$ cat src/design/hccm_pkg.sv
`default_nettype none

package hccm_pkg;

  // Fixed field widths
  localparam int KIND_W    = 1;
  localparam int SLOT_IN_W = 2;
  localparam int VERTEX_W  = 12;
  localparam int PART_W    = 6;
  localparam int WEIGHT_W  = 16;
  localparam int TERM_W    = 22;
  localparam int COUNT_W   = 7;
  localparam int TOTAL_W   = 32;
  localparam int CFG_IDX_W = 1;
  localparam int CFG_W     = 2;

  // Table geometry: one slot spans the whole vertex field
  localparam int MAX_VERTICES = 4096;

  // Parameter defaults
  localparam int MAX_PARTS_DEF = 64;
  localparam int NUM_SLOTS_DEF = 4;

  // Item kinds
  localparam logic [KIND_W-1:0] KIND_LOAD = 1'b0;
  localparam logic [KIND_W-1:0] KIND_PIN  = 1'b1;

  // Configuration register indexes
  localparam logic [CFG_IDX_W-1:0] REG_METRIC_MODE      = 1'b0;
  localparam logic [CFG_IDX_W-1:0] REG_PARTITION_SELECT = 1'b1;

  // Metric modes
  localparam logic MODE_CONNECTIVITY = 1'b0;
  localparam logic MODE_EXT_DEGREE   = 1'b1;

  // Pin beat waiting on its table read
  typedef struct packed {
    logic                valid;
    logic [WEIGHT_W-1:0] weight;
    logic                last_pin;
    logic                last_edge;
  } hccm_pin_t;

  // Closed hyperedge headed for scoring
  typedef struct packed {
    logic                valid;
    logic [COUNT_W-1:0]  count;
    logic [WEIGHT_W-1:0] weight;
    logic                last_edge;
  } hccm_edge_t;

endpackage

`default_nettype wire

$ cat src/design/hccm_score_unit.sv
`default_nettype none

module hccm_score_unit (
  input  wire logic                         clk,
  input  wire logic                         rst,
  input  wire logic                         adv,
  input  wire logic                         metric_mode,
  input  wire hccm_pkg::hccm_edge_t         edge_in,
  output logic                              out_valid,
  output logic [hccm_pkg::TERM_W-1:0]       edge_term,
  output logic [hccm_pkg::COUNT_W-1:0]      parts_spanned,
  output logic [hccm_pkg::TOTAL_W-1:0]      running_total,
  output logic                              is_final
);

  localparam int PROD_W = hccm_pkg::COUNT_W + hccm_pkg::WEIGHT_W;

  logic [hccm_pkg::COUNT_W-1:0] mult;
  logic [PROD_W-1:0]            prod;

  logic                         a_valid;
  logic [hccm_pkg::TERM_W-1:0]  a_term;
  logic [hccm_pkg::COUNT_W-1:0] a_count;
  logic                         a_last_edge;

  logic [hccm_pkg::TOTAL_W-1:0] total;
  logic [hccm_pkg::TOTAL_W:0]   sum;
  logic [hccm_pkg::TOTAL_W-1:0] sat;

  always_comb begin
    mult = '0;
    unique case (metric_mode)
      hccm_pkg::MODE_CONNECTIVITY: begin
        if (edge_in.count != '0) mult = edge_in.count - 1'b1;
      end
      hccm_pkg::MODE_EXT_DEGREE: begin
        if (edge_in.count > hccm_pkg::COUNT_W'(1)) mult = edge_in.count;
      end
      default: mult = '0;
    endcase
    prod = PROD_W'(mult) * PROD_W'(edge_in.weight);
  end

  always_comb begin
    sum = {1'b0, total} + (hccm_pkg::TOTAL_W + 1)'(a_term);
    sat = sum[hccm_pkg::TOTAL_W] ? '1 : sum[hccm_pkg::TOTAL_W-1:0];
  end

  always_ff @(posedge clk) begin
    if (rst) begin
      a_valid   <= 1'b0;
      out_valid <= 1'b0;
      total     <= '0;
    end else if (adv) begin
      a_valid   <= edge_in.valid;
      out_valid <= a_valid;
      if (a_valid) begin
        // Restart the total after the final hyperedge
        total <= a_last_edge ? '0 : sat;
      end
    end
  end

  always_ff @(posedge clk) begin
    if (adv) begin
      a_term        <= prod[hccm_pkg::TERM_W-1:0];
      a_count       <= edge_in.count;
      a_last_edge   <= edge_in.last_edge;
      edge_term     <= a_term;
      parts_spanned <= a_count;
      running_total <= sat;
      is_final      <= a_last_edge;
    end
  end

endmodule

`default_nettype wire

$ cat config.mk
export PLATFORM = sky130hd
export DESIGN_NAME = hccm_score_unit
export DESIGN_NICKNAME = d
export VERILOG_FILES = /design/src/design/hccm_pkg.sv /design/src/design/hccm_score_unit.sv
export SDC_FILE = /design/constraint.sdc
export NUM_CORES = 1
export LEC_CHECK = 0
export ABC_CLOCK_PERIOD_IN_PS = 17300
export BUFFER_PORTS_ARGS = -buffer_cell sky130_fd_sc_hd__buf_2
export CELL_PAD_IN_SITES_DETAIL_PLACEMENT = 1
export CELL_PAD_IN_SITES_GLOBAL_PLACEMENT = 2
export CORE_ASPECT_RATIO = 0.5
export CORE_UTILIZATION = 30
export DETAILED_ROUTE_END_ITERATION = 8
export PLACE_DENSITY_LB_ADDON = 0.1
export SETUP_SLACK_MARGIN = 0.15
export SLEW_MARGIN = 25
export SYNTH_ARGS = -nofsm -noshare
export SYNTH_HDL_FRONTEND = slang
export SYNTH_SLANG_ARGS = --single-unit
$ cat constraint.sdc
create_clock -name clk -period 17.3 [get_ports clk]
set_clock_uncertainty 0.1 [all_clocks]
set_input_delay 0.865 -clock clk [delete_from_list [all_inputs] [get_ports clk]]
set_output_delay 0.865 -clock clk [all_outputs]
set_load 0.02 [all_outputs]
; Yosys cells after proc, flatten, opt, wreduce, memory -nomap -nowiden
; Index checks and enable logic that the tools add are counted.
; W data, S select, Z words.
[word_totals]
regBits = 126
wordCells = 22
[classes]
n_addsub = 2
n_mul = 1
magnitude_cmp = 1
n_mux = 5
n_bitwise = 1
reduce_logical = 2
[op_table]
columns = op, count
row1 = $mux W32, 2
row2 = $add A32 B22 Y33, 1
row3 = $mul A7 B16 Y22, 1
row4 = $mux W7, 2
row5 = $pmux W7 S2, 1
row6 = $gt A7 B1 Y1 const B, 1
row7 = $reduce_bool A7 Y1, 1
row8 = $sub A7 B1 Y7 const B, 1
row9 = $reduce_and A2 Y1, 1
row10 = $not A1 Y1, 1

; Logic depth before layout (Yosys ltp)
[logic_depth]
word_depth = 4
mapped_depth = 24
ltp_nobuf = 24

; Worst setup path after synthesis
; No wires, ideal clock.
[synth_timing]
kind = in2reg
from = input metric_mode
to = register a_term[18] (netlist name), data pin
setup_ps = 258
t_arrival_ps = 6001
path_slack_ps = 10941
stages = 21
cell_sequence = or3_1 nor4_1 mux2i_1 clkbuf_1 nand2b_1 fa_1 fa_1 inv_1 fa_1 inv_1 fa_1 inv_1 ha_1 nand3_1 o211ai_1 o31ai_1 a31oi_1 a41o_1 o21a_1 nor2_1 xnor2_1
[synth_between]
elab_chain_len = 3
[synth_lines]
columns = element, line
row1 = from (decl), hccm_score_unit.sv:7  ; input wire logic metric_mode,
row2 = $not A1 Y1, -
row3 = $pmux W7 S2 *, hccm_score_unit.sv:32  ; unique case (metric_mode)
row4 = $mul A7 B16 Y22 *, hccm_score_unit.sv:41  ; prod = PROD_W'(mult) * PROD_W'(edge_in.weight);
row5 = named net prod[18], hccm_score_unit.sv:19  ; logic [PROD_W-1:0] prod;
row6 = to (signal assigned), hccm_score_unit.sv:66  ; a_term <= prod[hccm_pkg::TERM_W-1:0];
row7 = to (decl), hccm_score_unit.sv:22  ; logic [hccm_pkg::TERM_W-1:0] a_term;
; The timed path passes the listed nets; every way through them passes the cells marked *.
; A chain may end at the register's enable or synchronous reset.

; Final worst setup path
[layout_timing]
from = input edge_in[22] (netlist name)
to = register a_term[18] (netlist name), data pin
[layout_between]
elab_chain_len = 4
elab_cells_between_ends = 7
classes_between = add/sub (1) / mul (1) / order compare (1) / mux (3) / reduce/logical (1)
[layout_lines]
columns = element, line
row1 = from (decl), hccm_score_unit.sv:8  ; input wire hccm_pkg::hccm_edge_t edge_in,
row2 = $sub A7 B1 Y7 (tied with other cells), hccm_score_unit.sv:34  ; if (edge_in.count != '0) mult = edge_in.count - 1'b1;
row3 = $mux W7 (on tied branches), "hccm_score_unit.sv:34, hccm_score_unit.sv:37"
row4 = $pmux W7 S2 *, hccm_score_unit.sv:32
row5 = $mul A7 B16 Y22 *, hccm_score_unit.sv:41
row6 = named net prod[18], hccm_score_unit.sv:19
; Marked as above.

==> flow_summary.toml <==
[outcome]
outcome = "finished clean"

[power_and_ir_drop]
power_density_nw_per_um2 = 135
seqPwrFrac = 0.315
p_sw_uw = 559
combPwrFrac = 0.437
clockPowerShare = 0.248
ir_worst_vdd_v = 0.0000802
finalPower_mw = 1.44
internal_power_uw = 882
leakagePower_nw = 4.65
p_sw_frac = 0.388

[floorplan]
num_io_pins = 92
die_w_um = 249
coreArea_um2 = 29500
start_util = 0.310
row_count = 44
die_area_um2 = 31200
die_h_um = 126

[worst_setup_path]
crit_chain = "buf_2 -> nor2_1 -> nor4b_1 -> and2_1 -> nor3_1 -> a21oi_1 -> buf_4 -> nor2b_1 -> fa_1 -> fa_1 -> fa_1 -> inv_1 -> fa_1 -> inv_1 -> ha_1 -> nand3_1 -> o211ai_1 -> o31ai_1 -> a31oi_1 -> a41o_1 -> o21a_1 -> nor2_1 -> xnor2_1"
cpMaxStageDelayCell = "fa_1"
required_ps = 17380
cp_common_cell = "fa_1"
start_kind = "input pin"
worstSetupEndpointType = "flop"
crit_arrival_ps = 6440
crit_type = "in -> reg"
slowest_delay_ps = 580
regToRegSetupSlack_ps = 13650
worst-path-buf-inv = 4
crit_family = "adder cells"
crit_fanout = 16

[synthesis]
synth_area_per_cell_um2 = 10.8
synth_ff_type = "edfxtp_1"
yosys_warnings = 0
syn-cell-area_um2 = 9150
ys_ff_latch = 126
synth_enable_flop_cells = 92
synthArstFlopShare = 0
ys_seq_area_frac = 0.376
synthCells = 844
synth_cell_types = 68
syn-num-nets = 1005

[placed_design]
place_congestion = 0.758
port_buffers = 91
dpl_cell_area_um2 = 10100
dp_slack_ps = 10420
place_hpwl_um = 17500

[clock_network]
htree_levels = 4
clock_latency_ps = 440
post_cts_buffers = 0
cts.sinks = 126
cts_made_buffers = 17
root_buffer = "clkbuf_16"
clkTransAtPathRegs_ps = 60
cts_tree = "done"
cts_hold_buffers = 0
clk_path_buf_depth = 2
ctsResizeCount = 0

[global_route]
grt_max_degree = 67
grt_pass1_wl_um = 37500
antenna_found_initial = 0
grt_overflow = 0
grt_util_all_layers = 0.154
grt_pass1_vias = 6813

[sta]
tns_ps = 0
hold_viol_final = 0
slew_viol_final = 0
setup_viol = 0
worstMarginPinSlew_ps = 898
max_slew_margin = 0.401
setup_slack_ps = 10950
period_share = 0.367
rsz0062_at_grt = "false"
max_freq_ghz = 0.157
period_needed_ps = 6350

[min_path]
hp-class = "reg -> reg"

[layout]
sequential_cell_area_um2 = 3440
nFillCells = 3279
area_growth_pct = 16.4
drive_gt1_frac = 0.166
nets = 1103
fin_area_um2 = 10700
diodes = 0
multi_input_area_um2 = 5300

[route]
vias_per_cell = 4.73
detail-route-antenna-nets = 0
routedWlPerCell_um = 17.2
drt_wl_total_um = 23100
vias = 6371
dr.pass1.iters = 4
drc = 0
drtIter0Drc = 218

[flow_run]
cap_violations = 0
## worst reg2reg max path, cell delays in order, from the launching register on
cell	delay [ps]
edfxtp_1	480
ha_1	290
inv_1	80
fa_1	240
nor2b_4	80
o31ai_4	240
o211ai_2	180
o21a_4	280
a31o_4	250
o211ai_4	480
buf_4	370
nand2_1	90
mux2_2	260
## stage by stage
step	hold WS (ps)	utilization	cells
floorplan	300	-	844
global placement	309	0.341	1313
detailed placement	312	0.341	1314
CTS	323	0.361	1346
global route	326	0.361	1346
finish	321	0.361	1346
## sequential cells by signal (all words and copies together), names as in the netlist
signal         flops
running_total     32
total             32
a_term            22
edge_term         22
a_count            7
parts_spanned      7
a_last_edge        1
a_valid            1
is_final           1
out_valid          1
## worst paths after layout
kind / startpoint / end / cells after the start
setup reg to reg: a_term[0]$_DFFE_PP_ / running_total[30]$_DFFE_PP_ / 12
setup / recovery: edge_in[22] / a_term[18]$_DFFE_PP_ / 23
hold / removal: a_count[4]$_DFFE_PP_ / parts_spanned[4]$_DFFE_PP_ / 0
hold reg to reg: a_count[4]$_DFFE_PP_ / parts_spanned[4]$_DFFE_PP_ / 0
## layer usage
| layer | up-vias | global-route usage | part of all wire | wire length (um) |
|---|---|---|---|---|
| li1 | 3142 | - | - | - |
| met1 | 3152 | 0.219 | 0.53 | 12300 |
| met2 | 59 | 0.238 | 0.44 | 10100 |
| met3 | 18 | 0.0325 | 0.022 | 501 |
| met4 | 0 | 0.0406 | 0.0099 | 229 |
| met5 | - | 0 | 0 | 0 |
## cells in the mapped netlist, types with 3 or more instances
cell type / instances / area, um2
a211oi_1: 7 / 52.6
a21o_1: 17 / 128
a21oi_1: 45 / 225
a22o_1: 22 / 193
a31o_1: 3 / 26.3
a31oi_1: 8 / 50.1
and2_1: 34 / 213
and3_1: 8 / 50.1
buf_6: 4 / 45.0
clkbuf_1: 16 / 60.1
dfxtp_1: 34 / 681
edfxtp_1: 92 / 2760
fa_1: 69 / 1380
ha_1: 63 / 788
inv_1: 81 / 304
nand2_1: 76 / 285
nand2b_1: 23 / 144
nand3_1: 14 / 70.1
nand4_1: 4 / 25.0
nor2_1: 20 / 75.1
nor2b_1: 57 / 357
nor3_1: 10 / 50.1
o211ai_1: 5 / 37.5
o211ai_2: 3 / 37.5
o21a_1: 4 / 30.0
o21ai_0: 16 / 80.1
o21ai_1: 3 / 15.0
o21ai_2: 4 / 35.0
o21bai_1: 5 / 37.5
o311ai_0: 4 / 35.0
o31ai_1: 6 / 45.0
or3_1: 4 / 25.0
xnor2_1: 23 / 201
xor2_1: 18 / 158
## placed cells by master, fill, tap and decap left out, drive strengths merged, types with 5 or more instances in the layout
cell type	netlist	routed
clkbuf	16	21
a31o	5	5
nor3	10	10
nor2b	58	58
inv	81	84
a21o	18	18
ha	63	63
buf	6	101
nand2b	24	24
a21oi	46	46
o21bai	5	5
o211ai	9	9
o21a	5	5
fa	69	69
a22o	22	22
xnor2	23	23
o21ai	23	23
and3	8	8
a31oi	9	9
nand3	15	15
and2	35	35
edfxtp	92	92
a211oi	8	8
xor2	18	18
clkinv	0	5
nor2	20	20
o31ai	7	7
dfxtp	34	34
nand2	76	76
## layout make-up
cell class / count / area share
clock buffer: 21 / 0.0443
clock inverter: 11 / 0.00987
inverter: 81 / 0.0285
multi-input combinational: 615 / 0.498
sequential: 126 / 0.323
tap: 391 / 0.0459
timing repair buffer: 101 / 0.0504
## logic make-up (layout without fill, tap and decap cells)
family                   count (synthesis)  count (layout)  synth area share
AO/OA/AOI/OAI                          175             175             0.144
XOR/XNOR                                41              41            0.0392
adder cells (fa/ha/maj)                132             132             0.237
buffers and inverters                  103             214            0.0457
flip-flops                             126             126             0.376
multiplexers                             3               3           0.00342
AND/OR/NAND/NOR                        264             264             0.154
## power groups by stage
stage	registers [mW]	clock network, mW	logic [mW]
6_report	0.454	0.358	0.629
5_1_grt	0.462	0.379	0.718
4_1_cts	0.457	0.367	0.642
3_5_place_dp	0.462	0	0.636
3_3_place_gp	0.462	0	0.633
2_1_floorplan	0.483	0	0.434
(Power assumes the default switching activity.)
