--- config.mk ---
export PLATFORM = sky130hd
export DESIGN_NAME = hccm_span_unit
export DESIGN_NICKNAME = d
export VERILOG_FILES = /design/src/design/hccm_pkg.sv /design/src/design/hccm_span_unit.sv
export SDC_FILE = /design/constraint.sdc
export NUM_CORES = 1
export LEC_CHECK = 0
export BUFFER_PORTS_ARGS = -buffer_cell sky130_fd_sc_hd__buf_2
export CORE_ASPECT_RATIO = 2
export CORE_UTILIZATION = 42
export CTS_BUF_LIST = sky130_fd_sc_hd__clkbuf_2 sky130_fd_sc_hd__clkbuf_4 sky130_fd_sc_hd__clkbuf_8
export DETAILED_ROUTE_END_ITERATION = 12
export GPL_ROUTABILITY_DRIVEN = 0
export PLACE_DENSITY_LB_ADDON = 0.12
export RECOVER_POWER = 100
export SETUP_SLACK_MARGIN = 0.2
export SYNTH_ARGS = -nofsm -noshare
export SYNTH_HDL_FRONTEND = slang
export SYNTH_SLANG_ARGS = --single-unit
--- constraint.sdc ---
create_clock -name clk -period 3.1 [get_ports clk]
set_clock_uncertainty 0.1 [all_clocks]
set_input_delay 0.465 -clock clk [delete_from_list [all_inputs] [get_ports clk]]
set_output_delay 0.465 -clock clk [all_outputs]
set_load 0.02 [all_outputs]
--- src/design/hccm_pkg.sv ---
`default_nettype none

package hccm_pkg;

  // Fixed field widths
  localparam int KIND_W    = 1;
  localparam int SLOT_IN_W = 2;
  localparam int VERTEX_W  = 12;
  localparam int PART_W    = 6;
  localparam int WEIGHT_W  = 16;
  localparam int TERM_W    = 22;
  localparam int COUNT_W   = 7;
  localparam int TOTAL_W   = 32;
  localparam int CFG_IDX_W = 1;
  localparam int CFG_W     = 2;

  // Table geometry: one slot spans the whole vertex field
  localparam int MAX_VERTICES = 4096;

  // Parameter defaults
  localparam int MAX_PARTS_DEF = 64;
  localparam int NUM_SLOTS_DEF = 4;

  // Item kinds
  localparam logic [KIND_W-1:0] KIND_LOAD = 1'b0;
  localparam logic [KIND_W-1:0] KIND_PIN  = 1'b1;

  // Configuration register indexes
  localparam logic [CFG_IDX_W-1:0] REG_METRIC_MODE      = 1'b0;
  localparam logic [CFG_IDX_W-1:0] REG_PARTITION_SELECT = 1'b1;

  // Metric modes
  localparam logic MODE_CONNECTIVITY = 1'b0;
  localparam logic MODE_EXT_DEGREE   = 1'b1;

  // Pin beat waiting on its table read
  typedef struct packed {
    logic                valid;
    logic [WEIGHT_W-1:0] weight;
    logic                last_pin;
    logic                last_edge;
  } hccm_pin_t;

  // Closed hyperedge headed for scoring
  typedef struct packed {
    logic                valid;
    logic [COUNT_W-1:0]  count;
    logic [WEIGHT_W-1:0] weight;
    logic                last_edge;
  } hccm_edge_t;

endpackage

`default_nettype wire

--- src/design/hccm_span_unit.sv ---
`default_nettype none

module hccm_span_unit #(
  parameter int MAX_PARTS = hccm_pkg::MAX_PARTS_DEF
) (
  input  wire logic                        clk,
  input  wire logic                        rst,
  input  wire logic                        adv,
  input  wire hccm_pkg::hccm_pin_t         pin,
  input  wire logic [hccm_pkg::PART_W-1:0] rd_part,
  output hccm_pkg::hccm_edge_t             edge_q
);

  localparam int PI_W  = (MAX_PARTS > 1) ? $clog2(MAX_PARTS) : 1;
  localparam int NCODE = 1 << hccm_pkg::PART_W;

  // Part code folded into the part range, built at elaboration
  function automatic logic [NCODE*hccm_pkg::PART_W-1:0] build_fold();
    logic [NCODE*hccm_pkg::PART_W-1:0] r;
    r = '0;
    for (int i = 0; i < NCODE; i++) begin
      r[i*hccm_pkg::PART_W +: hccm_pkg::PART_W] = hccm_pkg::PART_W'(i % MAX_PARTS);
    end
    return r;
  endfunction

  localparam logic [NCODE*hccm_pkg::PART_W-1:0] FOLD = build_fold();

  logic [MAX_PARTS-1:0]            mask;
  logic [MAX_PARTS-1:0]            mask_next;
  logic [hccm_pkg::COUNT_W-1:0]    count;
  logic [hccm_pkg::COUNT_W-1:0]    count_next;
  logic [hccm_pkg::PART_W-1:0]     folded;
  logic [PI_W-1:0]                 pidx;

  always_comb begin
    folded     = FOLD[rd_part*hccm_pkg::PART_W +: hccm_pkg::PART_W];
    pidx       = folded[PI_W-1:0];
    mask_next  = mask;
    count_next = count;
    if (!mask[pidx]) begin
      mask_next[pidx] = 1'b1;
      count_next      = count + 1'b1;
    end
  end

  always_ff @(posedge clk) begin
    if (rst) begin
      mask   <= '0;
      count  <= '0;
      edge_q <= '0;
    end else if (adv) begin
      edge_q.valid     <= pin.valid && pin.last_pin;
      edge_q.count     <= count_next;
      edge_q.weight    <= pin.weight;
      edge_q.last_edge <= pin.last_edge;
      if (pin.valid) begin
        if (pin.last_pin) begin
          mask  <= '0;
          count <= '0;
        end else begin
          mask  <= mask_next;
          count <= count_next;
        end
      end
    end
  end

endmodule

`default_nettype wire

Word level (Yosys, flattened, before mapping) --
Cells that the tools add are included.
Operators by class: equality and inequality tests 1, $lt $le $gt $ge 2, reductions and logical operators 4, add/sub/neg operators 1, bitwise operators 1, shift-type cells 1, multipliers 1, multiplexer cells 8
Operator list (count):
- $shiftx 384x10->6 const A | 1
- $mux 64 | 2
- $or 64x64->64 | 1
- $mux 7 | 2
- $mul 6x2->8 const B | 1
- $add 7x1->7 const B | 1
- $lt 6x7->1 const B | 1
- $bmux 1 s6 | 1
- $demux 1 s6 | 1
- $ge 6x1->1 const B | 1
- $reduce_and 3->1 | 1
- $logic_and 1x1->1 | 2
- $mux 1 | 2
- $ne 2x2->1 const B | 1
- $reduce_and 2->1 | 1
Word-level totals: output and inout bits 25, bits of input ports 28, register bits 96, word-level logic and storage cells 25

Depth between registers and ports, before layout --
Gate-level depths: netlist (run 1).
depth after elaboration 9, gate-level depth with buffers 10, gate-level depth less buffers 7

Least setup slack after synthesis (run 1) --
No wires, ideal clock.
path kind input port to flip-flop, start input port rd_part[1] (netlist bit), end register edge_q[20] (netlist bit), library setup time 0.091 ns, buffers on the path 1, data required time 2.909 ns, stages 8, slack 0.714 ns, data arrival time 2.195 ns, cell sequence buf_6 mux2_1 a221oi_1 o22ai_1 a22oi_2 nand4_2 or3_1 a311oi_1
On the way: longest elaborated chain between the ends 5
Ends and longest elaborated chain:
- from (decl) | line hccm_span_unit.sv:10 | input wire logic [hccm_pkg::PART_W-1:0] rd_part,
- $mul 6x2->8 | line hccm_span_unit.sv:37 | folded = FOLD[rd_part*hccm_pkg::PART_W +: hccm_pkg::PART_W];
- $shiftx 384x10->6 | line hccm_span_unit.sv:37
- $bmux 1 s6 | line hccm_span_unit.sv:41 | if (!mask[pidx]) begin
- $mux 1 (implied by the code) | line hccm_span_unit.sv:41
- $mux 7 | line hccm_span_unit.sv:41
- to (decl) | line hccm_span_unit.sv:11 | output hccm_pkg::hccm_edge_t edge_q
Every way passes these cells. The select of a mux whose other input is x is not followed. A chain may end at the register's enable or synchronous reset.

Worst setup path in the final report (run 1) --
start input port rd_part[1] (netlist bit), end register mask[6]
On the way: longest elaborated chain between the ends 9, elaborated cells on any way between the ends 14, classes of those cells 1 x mul; 2 x order compare; 1 x eq/ne; 1 x shift; 6 x mux; 1 x bitwise; 2 x reduce/logical
Ends and longest elaborated chain:
- $mul 6x2->8 * | line hccm_span_unit.sv:37
- $shiftx 384x10->6 * | line hccm_span_unit.sv:37
- $lt 6x7->1 (implied by the code) or $ge 6x1->1 (tied branches) | line hccm_span_unit.sv:42 | mask_next[pidx] = 1'b1;
- $logic_and 1x1->1 (implied by the code) | line hccm_span_unit.sv:42
- $mux 1 (implied by the code) | line hccm_span_unit.sv:42
- $demux 1 s6 | line hccm_span_unit.sv:42
- $or 64x64->64 (no source line)
- $mux 64 | line hccm_span_unit.sv:41
- $mux 64 | line hccm_span_unit.sv:58 | if (pin.last_pin) begin
- to (signal assigned) | line hccm_span_unit.sv:62 | mask <= mask_next;
- to (decl) | line hccm_span_unit.sv:29 | logic [MAX_PARTS-1:0] mask;
Mark *: on every way between the ends. The rest lies on a longest branch, timed or not. The select of a mux whose other input is x is not followed.

==> run summary, run 1 <==
GRT
----------------------------------------------------------------------------------------
Number of antenna violations at the first check in global routing .........            0
Vias in the first global route ............................................         3314
Final global-route overflow total .........................................            0
Global Route Usage Sum ....................................................        21.9%
First-pass GRT wire length ................................................     17100 um
Pin count of the biggest net entering global routing ......................           65

SETUP PATH
----------------------------------------------------------------------------------------
Critical Path Source Type .................................................   input port
CP arrival ................................................................      2820 ps
Required @ worst endpoint .................................................      3260 ps
Setup CP Type .............................................................    in -> reg
Max Fanout on Critical Path ...............................................           30
Critical path capture point type ..........................................         flop

STA
----------------------------------------------------------------------------------------
Finish-stage setup viols ..................................................            0
Final count of hold timing violations .....................................            0
Final TNS setup ...........................................................         0 ps
Final Cycle Share .........................................................        85.9%
Worst rel slew slack ......................................................       -30.2%
Unrepaired setup endpoints after global routing ...........................           no
Minimum setup slack in the final design ...................................       438 ps
Final min period ..........................................................      2660 ps
Total count of max-transition violations in the final report ..............           37
Max frequency .............................................................    0.376 GHz
Worst Tran Pin Value ......................................................      1950 ps

LAYOUT
----------------------------------------------------------------------------------------
Final Util ................................................................        48.1%
Inserted Diodes ...........................................................            0
Final layout net count ....................................................          545
Ratio of cells with drive above 1 in the final layout .....................        12.7%
Area added between synthesis and finish ...................................        11.8%

SYNTHESIS
----------------------------------------------------------------------------------------
Ranking of synthesized cells by area ...................................... sky130_fd_sc_hd__dfxtp_1 (46%), sky130_fd_sc_hd__nand2_1 (8.5%), sky130_fd_sc_hd__o21ai_0 (8.0%)
Most common flop cell mapped by yosys ..................................... sky130_fd_sc_hd__dfxtp_1
Number of enable-type register cells in the synthesized netlist ...........            0
Synthesized netlist cell count ............................................          475
Number of storage elements in the synthesis netlist .......................           96
Library cell occupying the most area in the post-synthesis netlist ........ sky130_fd_sc_hd__dfxtp_1
Most used standard cell by instance count after synthesis ................. sky130_fd_sc_hd__dfxtp_1
Count of distinct cell types in the synthesized netlist ...................           58
Total nets after synthesis ................................................          504
Most instantiated cells after synthesis ................................... sky130_fd_sc_hd__dfxtp_1 (96), sky130_fd_sc_hd__nand2_1 (94), sky130_fd_sc_hd__o21ai_0 (67), sky130_fd_sc_hd__nor2_1 (29), sky130_fd_sc_hd__mux2i_1 (27)
Average footprint of a synthesized cell ...................................    8.79 um^2
Share of flip-flops with an asynchronous set or reset after synthesis .....           0%
Post-synthesis instance area ..............................................    4170 um^2
Share of the synthesized area in the top cell type ........................        46.0%
Synthesis Warnings ........................................................            0
Sequential cell area fraction in the yosys report .........................        46.0%

CLOCK NETWORK
----------------------------------------------------------------------------------------
Later-pin clock latency in the skew report ................................       360 ps
Number of sinks on the clock net ..........................................           96
Clock buffers created by TritonCTS ........................................            9
Clock root cell ........................................................... sky130_fd_sc_hd__clkbuf_8
Number of hold-repair buffers added at the cts stage ......................            0
CTS H-Tree Depth ..........................................................            3
Setup bufs post-CTS .......................................................            0
Clock slew at reported path FFs ...........................................        90 ps
Post-cts repair resize count ..............................................            0
CTS Buffer Depth ..........................................................            2
Clock tree from TritonCTS .................................................          yes

STATUS
----------------------------------------------------------------------------------------
Violations in the final reports ........................................... capacitance limit, slew limit
Run status ................................................................ finished with violations

FLOORPLANNING
----------------------------------------------------------------------------------------
Number of standard-cell rows in the floorplan .............................           51
Overall die height ........................................................       143 um
Placeable core region .....................................................    9700 um^2
Num ports .................................................................           53
Initial cell density of the core ..........................................        43.0%
Die area ..................................................................   10400 um^2
Die extent in x ...........................................................      72.5 um

PWR
----------------------------------------------------------------------------------------
Post-layout power .........................................................    0.00236 W
Leak Pwr ..................................................................      1.70 nW
Areal power density over the cells ........................................  506 nW/um^2
VDD IR max ................................................................   0.000398 V

JOB
----------------------------------------------------------------------------------------
Max-cap check violation count .............................................            1

ROUTING
----------------------------------------------------------------------------------------
Number of search-and-repair iterations in the first detailed-routing pass .            4
Via count .................................................................         3542
Number of DRC violations after detailed-routing iteration 0 ...............          196
Per-cell via count in the routed design ...................................         5.42
Number of routed nets with antenna violations .............................            0
DR WL/cell ................................................................      16.6 um
DRT Wirelength ............................................................     10800 um
DRC viols .................................................................            0

PLACEMENT
----------------------------------------------------------------------------------------
Buffers added on ports ....................................................           52
Placement Setup Slack .....................................................      99.9 ps
HPWL reported at the end of detailed placement ............................      7890 um

HOLD PATH
----------------------------------------------------------------------------------------
Classification of the worst-slack hold path ...............................    in -> reg

==> flip-flops by register name, indices dropped and copies added (netlist names) <==
| signal | count |
|---|---|
| mask | 64 |
| edge_q | 25 |
| count | 7 |
==> per-layer routing <==
layer  track usage (%)  vias up  part of all wire [%]
met5                 0        -                     0
met1              23.1     1668                    39
met4              10.3        0                   2.6
met2              40.8       85                    55
li1                  -     1771                     -
met3              3.46       18                   3.3
==> where the power goes <==
part | internal [W] | switching, W
Clock | 0.000398 | 0.000446
Combinational | 0.0000796 | 0.000174
Sequential | 0.00125 | 0.0000107
==> worst max-delay path, stage by stage <==
cell and delay (ps):
sky130_fd_sc_hd__clkbuf_2 360, sky130_fd_sc_hd__mux2_1 370, sky130_fd_sc_hd__a221oi_1 250, sky130_fd_sc_hd__o22ai_1 150
sky130_fd_sc_hd__a22oi_2 240, sky130_fd_sc_hd__and4_4 510, sky130_fd_sc_hd__nand3_2 170, sky130_fd_sc_hd__o41ai_1 280
==> per-stage QoR <==
step           std cells  hold WS [ps]  cell area [um^2]
5_1_grt              653           234              4670
3_5_place_dp         637           341              4510
6_report             653           232              4670
3_3_place_gp         637           327              4510
4_1_cts              653           222              4720
2_1_floorplan        475           317              4170
==> kinds of logic after synthesis <==
| group | synth area share, % |
|---|---|
| compound gates | 18.8 |
| xor+xnor | 0.210 |
| fa+ha+maj | 0.300 |
| buf+inv | 5.07 |
| flops | 46.0 |
| mux | 8.81 |
| simple gates | 20.8 |
==> final timing paths <==
check / cells past startpoint / endpoint / start / slack, ps
max reg2reg: 7 / mask[6] / mask[3] / 650
min: 3 / edge_q[5] / pin[6] / 230
min reg2reg: 2 / mask[7] / mask[7] / 360
max: 8 / mask[6] / rd_part[1] / 440
==> final cells by class <==
class	instances	area, um^2
inverter	11	41.3
tap	132	165
timing repair buffer	61	292
fill	1041	5030
clock inverter	6	67.6
multi-input combinational	337	2040
sequential	96	1920
clock buffer	10	138
==> layout by cell type (no fill, tap or decap), types with 5 or more instances in the layout <==
master                     count
sky130_fd_sc_hd__nor2_1       29
sky130_fd_sc_hd__nand4_1       8
sky130_fd_sc_hd__buf_4         8
sky130_fd_sc_hd__clkbuf_8     10
sky130_fd_sc_hd__o21ai_0      67
sky130_fd_sc_hd__nand2_1      94
sky130_fd_sc_hd__a221oi_1      8
sky130_fd_sc_hd__buf_2        25
sky130_fd_sc_hd__mux2i_1      27
sky130_fd_sc_hd__a22oi_1       5
sky130_fd_sc_hd__nand3_1      14
sky130_fd_sc_hd__a31oi_1       5
sky130_fd_sc_hd__a21oi_1       5
sky130_fd_sc_hd__a311oi_1      6
sky130_fd_sc_hd__clkbuf_1     27
sky130_fd_sc_hd__dfxtp_1      96
sky130_fd_sc_hd__inv_1        10
sky130_fd_sc_hd__nor2b_1       9
No activity file was read; power rests on OpenSTA's default activity.
==> inputs of run 2 (changes only) <==
--- a/config.mk
+++ b/config.mk
@@ -5,6 +5,7 @@
 export SDC_FILE = /design/constraint.sdc
 export NUM_CORES = 1
 export LEC_CHECK = 0
+export ABC_CLOCK_PERIOD_IN_PS = 2400
 export BUFFER_PORTS_ARGS = -buffer_cell sky130_fd_sc_hd__buf_2
 export CORE_ASPECT_RATIO = 2
 export CORE_UTILIZATION = 42
@@ -14,6 +15,7 @@
 export PLACE_DENSITY_LB_ADDON = 0.12
 export RECOVER_POWER = 100
 export SETUP_SLACK_MARGIN = 0.2
+export SKIP_LAST_GASP = 1
 export SYNTH_ARGS = -nofsm -noshare
 export SYNTH_HDL_FRONTEND = slang
 export SYNTH_SLANG_ARGS = --single-unit
==> constraint.sdc (replaced) <==
create_clock -name clk -period 2.4 [get_ports clk]
set_clock_uncertainty 0.1 [all_clocks]
set_input_delay 0.36 -clock clk [delete_from_list [all_inputs] [get_ports clk]]
set_output_delay 0.36 -clock clk [all_outputs]
set_load 0.02 [all_outputs]
==> run summary, run 2 (same netlist as run 1, synthesis figures left out) <==
LAYOUT
----------------------------------------------------------------------------------------
Registers with the highest flip-flop counts ............................... mask x64, edge_q x25, count x7
Leading cell type in the layout, fill and taps excluded ................... sky130_fd_sc_hd__dfxtp_1
Final layout net count ....................................................          582   +6.8%
Area added between synthesis and finish ...................................        23.4%
Filler Cells Inserted .....................................................          970   -6.8%
Final Util ................................................................        53.1%   +5.0 points
Top register by number of flip-flops ......................................         mask
Ratio of cells with drive above 1 in the final layout .....................        23.1%   +10 points
Sequential cell area in the final layout ..................................    1920 um^2   about the same
Inserted Diodes ...........................................................            0   unchanged
Area of the multi-input gates .............................................    2190 um^2   +7.4%
Commonest non-fill, non-tap cells in the layout ........................... sky130_fd_sc_hd__dfxtp_1 (95), sky130_fd_sc_hd__nand2_1 (91), sky130_fd_sc_hd__o21ai_0 (42)
Flip-flop count of the largest register after layout ......................           64   unchanged

STA
----------------------------------------------------------------------------------------
Final TNS setup ...........................................................         0 ps   unchanged
Final Cycle Share .........................................................        96.3%
Unrepaired setup endpoints after global routing ...........................          yes
Final count of hold timing violations .....................................            0   unchanged
Worst rel slew slack ......................................................        36.0%   +66 points
Total count of max-transition violations in the final report ..............            0   -100%
Max frequency .............................................................    0.433 GHz
Finish-stage setup viols ..................................................            0   unchanged
Worst Tran Pin Value ......................................................       960 ps   -993 ps
Final min period ..........................................................      2310 ps

PWR
----------------------------------------------------------------------------------------
Leak Pwr ..................................................................      1.93 nW   +14%
Fraction of power consumed by combinational cells .........................        13.6%   +2.8 points
Share of total power in the clock network .................................        34.2%   -1.5 points
Areal power density over the cells ........................................  607 nW/um^2   +20%
Power spent charging and discharging nets .................................   0.000820 W   +30%
Flop pwr share ............................................................        52.2%   -1.3 points
Switching share of power ..................................................        26.2%   -0.48 points
Cell Int Power ............................................................    0.00231 W   +33%
VDD IR max ................................................................   0.000372 V   -6.5%

CLOCK NETWORK
----------------------------------------------------------------------------------------
CTS H-Tree Depth ..........................................................            3   unchanged
Number of sinks on the clock net ..........................................           96   unchanged
Number of hold-repair buffers added at the cts stage ......................            0   unchanged
Setup bufs post-CTS .......................................................            0   unchanged
Clock slew at reported path FFs ...........................................        90 ps   about the same
Clock root cell ........................................................... sky130_fd_sc_hd__clkbuf_8
Clock buffers created by TritonCTS ........................................            9   unchanged
Later-pin clock latency in the skew report ................................       370 ps   about the same
CTS Buffer Depth ..........................................................            2   unchanged
Clock tree from TritonCTS .................................................          yes

ROUTING
----------------------------------------------------------------------------------------
DR WL/cell ................................................................      16.6 um   +0.30%
Number of DRC violations after detailed-routing iteration 0 ...............          168   -14%
DRT Wirelength ............................................................     11500 um   +6.0%
Number of search-and-repair iterations in the first detailed-routing pass .            4   unchanged
DRC viols .................................................................            0   unchanged
Per-cell via count in the routed design ...................................         5.44   +0.36%
Via count .................................................................         3756   +6.0%
Number of routed nets with antenna violations .............................            0   unchanged

SETUP PATH
----------------------------------------------------------------------------------------
Crit-path leading delay family ............................................ compound AO/OA/AOI/OAI gates
Required @ worst endpoint .................................................      2570 ps   -690 ps
CP arrival ................................................................      2480 ps   -340 ps
Critical Path Source Type .................................................         flop
Setup CP Type .............................................................   reg -> reg
Worst-path cell with the longest stage delay .............................. sky130_fd_sc_hd__dfxtp_1
Max Fanout on Critical Path ...............................................            8   -73%
Sum of buffers and inverters on the critical path .........................            1   unchanged
Critical path cell sequence ............................................... mux2_4 > a221oi_4 > o22ai_1 > a22oi_2 > and4_4 > buf_12 > nand3_2 > o21ai_0
Max incr delay on CP ......................................................       320 ps   -190 ps
Critical path capture point type ..........................................         flop

FLOORPLANNING
----------------------------------------------------------------------------------------
Num ports .................................................................           53   unchanged
Die area ..................................................................   10400 um^2   unchanged
Overall die height ........................................................       143 um   unchanged
Die extent in x ...........................................................      72.5 um   unchanged
Placeable core region .....................................................    9700 um^2   unchanged
Initial cell density of the core ..........................................        43.0%   unchanged
Number of standard-cell rows in the floorplan .............................           51   unchanged

GRT
----------------------------------------------------------------------------------------
Number of antenna violations at the first check in global routing .........            0   unchanged
Vias in the first global route ............................................         3599   +8.6%
Global Route Usage Sum ....................................................        22.8%   +0.92 points
Final global-route overflow total .........................................            0   unchanged
Pin count of the biggest net entering global routing ......................           65   unchanged
First-pass GRT wire length ................................................     17600 um   +3.1%

PLACEMENT
----------------------------------------------------------------------------------------
HPWL reported at the end of detailed placement ............................      8440 um   +7.0%
Buffers added on ports ....................................................           52   unchanged

JOB
----------------------------------------------------------------------------------------
Max-cap check violation count .............................................            0   -1

STATUS
----------------------------------------------------------------------------------------
Run status ................................................................ finished clean

HOLD PATH
----------------------------------------------------------------------------------------
Classification of the worst-slack hold path ...............................    in -> reg

## run 2: area by class of cell
cell class | count | area share [%]
flip-flops and latches | 96 | 37.4
clock inverters | 5 | 1.09
clock buffers | 11 | 2.82
inverters | 11 | 0.802
well taps | 132 | 3.21
multi-input cells | 337 | 42.6
repair buffers | 98 | 12.2
## run 2: final timing paths
path             from         to  slack, ps  cells after the start
max           mask[1]   mask[38]         90                      8
min            pin[3]  edge_q[2]        130                      3
max reg2reg   mask[1]   mask[38]         90                      8
min reg2reg  mask[28]   mask[28]        350                      2
## run 2: what timing repair did
item,in CTS,in global routing
gates resized for setup,22,92
setup endpoints to repair,78,78
pin swaps,8,25
cloned,0,1
## run 2: metrics by stage
| step | setup slack (ps) | cells | power (W) | hold slack (ps) | instance area, um^2 |
|---|---|---|---|---|---|
| after floorplan | 180 | 475 | 0.00191 | 317 | 4200 |
| after global placement | -285 | 673 | 0.00206 | 326 | 4840 |
| after detailed placement | -351 | 673 | 0.00207 | 335 | 4840 |
| after CTS | 157 | 689 | 0.00315 | 112 | 5110 |
| after global routing | 41.3 | 690 | 0.00325 | 126 | 5150 |
| final | 89.4 | 690 | 0.00313 | 125 | 5150 |
## run 2: worst min-delay path, cell delays in order
cell and delay [ps]:
sky130_fd_sc_hd__buf_2 70, sky130_fd_sc_hd__mux2i_1 50, sky130_fd_sc_hd__nor2_1 70
## run 2: routing by layer
metal	global-route usage (%)	routed length, um	vias to the layer above
li1	-	-	1851
met1	22.1	4280	1798
met2	44.1	6480	79
met3	4.02	330	28
met4	11.5	399	0
met5	0	0	-
## run 2: power by group through the flow
stage                     Sequential (W)  Combinational [W]  Clock [W]
after global placement           0.00167           0.000395          0
after floorplan                  0.00170           0.000214          0
after CTS                        0.00163           0.000414    0.00110
after global routing             0.00164           0.000454    0.00116
final                            0.00163           0.000424    0.00107
after detailed placement         0.00167           0.000400          0
==> inputs of run 3 (changes only) <==
--- a/config.mk
+++ b/config.mk
@@ -5,7 +5,7 @@
 export SDC_FILE = /design/constraint.sdc
 export NUM_CORES = 1
 export LEC_CHECK = 0
-export ABC_CLOCK_PERIOD_IN_PS = 2400
+export ABC_CLOCK_PERIOD_IN_PS = 2600
 export BUFFER_PORTS_ARGS = -buffer_cell sky130_fd_sc_hd__buf_2
 export CORE_ASPECT_RATIO = 2
 export CORE_UTILIZATION = 42
==> constraint.sdc (replaced) <==
create_clock -name clk -period 2.6 [get_ports clk]
set_clock_uncertainty 0.1 [all_clocks]
set_input_delay 0.39 -clock clk [delete_from_list [all_inputs] [get_ports clk]]
set_output_delay 0.39 -clock clk [all_outputs]
set_load 0.02 [all_outputs]
==> run summary, run 3 (same netlist as run 1, synthesis figures left out) <==
CLOCK NETWORK
----------------------------------------------------------------------------------------
CTS H-Tree Depth ..........................................................            3   unchanged
Clock buffers created by TritonCTS ........................................            9   unchanged
CTS Buffer Depth ..........................................................            2   unchanged
Clock root cell ........................................................... sky130_fd_sc_hd__clkbuf_8
Clock slew at reported path FFs ...........................................        90 ps   about the same
Later-pin clock latency in the skew report ................................       360 ps   about the same
Number of hold-repair buffers added at the cts stage ......................            0   unchanged
Number of sinks on the clock net ..........................................           96   unchanged
Clock tree from TritonCTS .................................................          yes

PLACEMENT
----------------------------------------------------------------------------------------
Buffers added on ports ....................................................           52   unchanged
Cell area after placement .................................................    4710 um^2   -2.6%
HPWL reported at the end of detailed placement ............................      8350 um   -1.1%
Placed instance count .....................................................          662   -1.6%
Placement Setup Slack .....................................................      -149 ps   +202 ps

ROUTING
----------------------------------------------------------------------------------------
Via count .................................................................         3689   -1.8%
DRT Wirelength ............................................................     11200 um   -2.8%
DRC viols .................................................................            0   unchanged
DR WL/cell ................................................................      16.4 um   -1.5%
Number of routed nets with antenna violations .............................            0   unchanged
Per-cell via count in the routed design ...................................         5.42   -0.49%
Number of DRC violations after detailed-routing iteration 0 ...............          204   +21%
Number of search-and-repair iterations in the first detailed-routing pass .            4   unchanged

SETUP PATH
----------------------------------------------------------------------------------------
Setup CP Type .............................................................    in -> reg
Critical path capture point type ..........................................         flop
Crit-path leading delay family ............................................ compound AO/OA/AOI/OAI gates
Max Fanout on Critical Path ...............................................            8   unchanged
Endpoint of the worst-slack reg-to-reg timing path ........................     count[2]
Critical Path Source Type .................................................   input port
CP arrival ................................................................      2560 ps   +80 ps
RR Startpoint .............................................................     mask[50]
Required @ worst endpoint .................................................      2790 ps   +220 ps
Flop2flop setup slack .....................................................       300 ps   +210 ps
Worst-path cell with the longest stage delay .............................. sky130_fd_sc_hd__a221oi_2
Sum of buffers and inverters on the critical path .........................            3   +2
Critical path cell sequence ............................................... buf_2 > clkbuf_2 > and2_4 > a221oi_2 > a2bb2o_4 > o211ai_4 > and4_4 > buf_4 > nand3_2 > o21ai_0
Reg2reg path depth ........................................................            8   unchanged
Max incr delay on CP ......................................................       300 ps   -20 ps

LAYOUT
----------------------------------------------------------------------------------------
Top register by number of flip-flops ......................................         mask
Ratio of cells with drive above 1 in the final layout .....................        18.9%   -4.2 points
Registers with the highest flip-flop counts ............................... mask x64, edge_q x25, count x7
Inserted Diodes ...........................................................            0   unchanged
Flip-flop count of the largest register after layout ......................           64   unchanged
Number of standard cells in the layout, taps in and fillers out ...........          681   -1.3%
Leading cell type in the layout, fill and taps excluded ................... sky130_fd_sc_hd__dfxtp_1
Commonest non-fill, non-tap cells in the layout ........................... sky130_fd_sc_hd__dfxtp_1 (96), sky130_fd_sc_hd__nand2_1 (93), sky130_fd_sc_hd__o21ai_0 (48)
Final layout net count ....................................................          573   -1.5%
Area added between synthesis and finish ...................................        18.2%
Post-layout instance area .................................................    4930 um^2   -4.2%

FLOORPLANNING
----------------------------------------------------------------------------------------
Initial cell density of the core ..........................................        43.0%   unchanged
Die extent in x ...........................................................      72.5 um   unchanged
Num ports .................................................................           53   unchanged
Die area ..................................................................   10400 um^2   unchanged
Overall die height ........................................................       143 um   unchanged
Placeable core region .....................................................    9700 um^2   unchanged
Number of standard-cell rows in the floorplan .............................           51   unchanged

STA
----------------------------------------------------------------------------------------
Final TNS setup ...........................................................         0 ps   unchanged
Total count of max-transition violations in the final report ..............            0   unchanged
Final count of hold timing violations .....................................            0   unchanged
Worst rel slew slack ......................................................        38.3%   +2.2 points
Worst Tran Pin Value ......................................................       926 ps   -33.6 ps
Finish-stage setup viols ..................................................            0   unchanged
Final Cycle Share .........................................................        91.3%
Unrepaired setup endpoints after global routing ...........................          yes
Max frequency .............................................................    0.421 GHz
Final min period ..........................................................      2370 ps
Minimum setup slack in the final design ...................................       226 ps   +136 ps

HOLD PATH
----------------------------------------------------------------------------------------
Startpoint of the tightest hold check path ................................       pin[3]
Number of cells on the worst hold path ....................................            3   unchanged
Classification of the worst-slack hold path ...............................    in -> reg
Capture endpoint of the worst hold path ...................................    edge_q[2]

GRT
----------------------------------------------------------------------------------------
Number of antenna violations at the first check in global routing .........            0   unchanged
Pin count of the biggest net entering global routing ......................           65   unchanged
Vias in the first global route ............................................         3586   -0.36%
Global Route Usage Sum ....................................................        22.7%   -0.11 points
Final global-route overflow total .........................................            0   unchanged
First-pass GRT wire length ................................................     17700 um   +0.31%

STATUS
----------------------------------------------------------------------------------------
Run status ................................................................ finished clean

PWR
----------------------------------------------------------------------------------------
Areal power density over the cells ........................................  576 nW/um^2   -5.1%
VDD IR max ................................................................   0.000418 V   +12%
Leak Pwr ..................................................................      1.85 nW   -4.3%

JOB
----------------------------------------------------------------------------------------
Max-cap check violation count .............................................            0   unchanged

==> run 3: cell count changes in the layout (fill, tap and decap cells not counted), moves of 3 or more <==
cell,before,now
sky130_fd_sc_hd__o21ai_1,12,19
sky130_fd_sc_hd__nand3_1,11,14
sky130_fd_sc_hd__buf_4,38,33
sky130_fd_sc_hd__clkbuf_1,30,25
sky130_fd_sc_hd__o21ai_0,42,48
sky130_fd_sc_hd__o21ai_2,13,0
==> run 3: through the flow <==
stage	utilization, %	total power (W)	hold WS [ps]
global placement	48.6	0.00189	326
CTS	50.6	0.00287	146
global route	50.9	0.00296	166
finish	50.9	0.00284	156
floorplan	-	0.00176	317
detailed placement	48.6	0.00189	338
==> run 3: what timing repair did <==
| item | in CTS | in global routing |
|---|---|---|
| endpoints found under the setup margin | 0 | 76 |
| setup buffers | 0 | 2 |
| resized for setup | 0 | 28 |
| hold endpoints to repair | 0 | 0 |
==> run 3: area by class of cell <==
type                            count  area [um^2]
Timing Repair Buffer               88          509
Multi-Input combinational cell    338         2100
Fill cell                         970         4760
Sequential cell                    96         1920
Inverter                           11         45.0
Clock buffer                       10          138
Tap cell                          132          165
Clock inverter                      6         58.8
==> run 3: worst reg2reg max path: stages, from the launching register on <==
cell and delay, ps:
sky130_fd_sc_hd__dfxtp_1 340, sky130_fd_sc_hd__inv_1 40, sky130_fd_sc_hd__o311ai_0 610, sky130_fd_sc_hd__a2bb2o_4 230, sky130_fd_sc_hd__o211ai_4 80, sky130_fd_sc_hd__and4_1 250
sky130_fd_sc_hd__buf_4 150, sky130_fd_sc_hd__a211o_1 280, sky130_fd_sc_hd__a31oi_1 150
==> run 3: where the power goes <==
group	total (W)	internal, W	switching, W	leakage, nW
clock	0.000979	0.000466	0.000513	0.106
sequential	0.00151	0.00149	0.0000127	0.778
combinational	0.000358	0.000137	0.000221	0.967
total	0.00284	0.00210	0.000747	1.85
==> run 3: how the worst max path moves through the flow <==
stage	start	to	slack, ps	cells after the start
4_1_cts	rd_part[2]	mask[36]	210	10
3_3_place_gp	rd_part[2]	edge_q[20]	-80	10
3_5_place_dp	rd_part[2]	mask[0]	-150	10
5_1_grt	rd_part[0]	mask[10]	90	10
2_1_floorplan	rd_part[1]	edge_q[20]	290	8
6_report	rd_part[0]	mask[50]	230	10
==> run 3: layer usage <==
metal	vias to the layer above	GRT usage [%]	part of all wire, %	routed length (um)
met4	0	12.3	3.9	436
met3	26	3.74	2.7	300
met2	79	43.1	56	6210
met1	1758	22.5	38	4230
li1	1826	-	-	-
met5	-	0	0	0
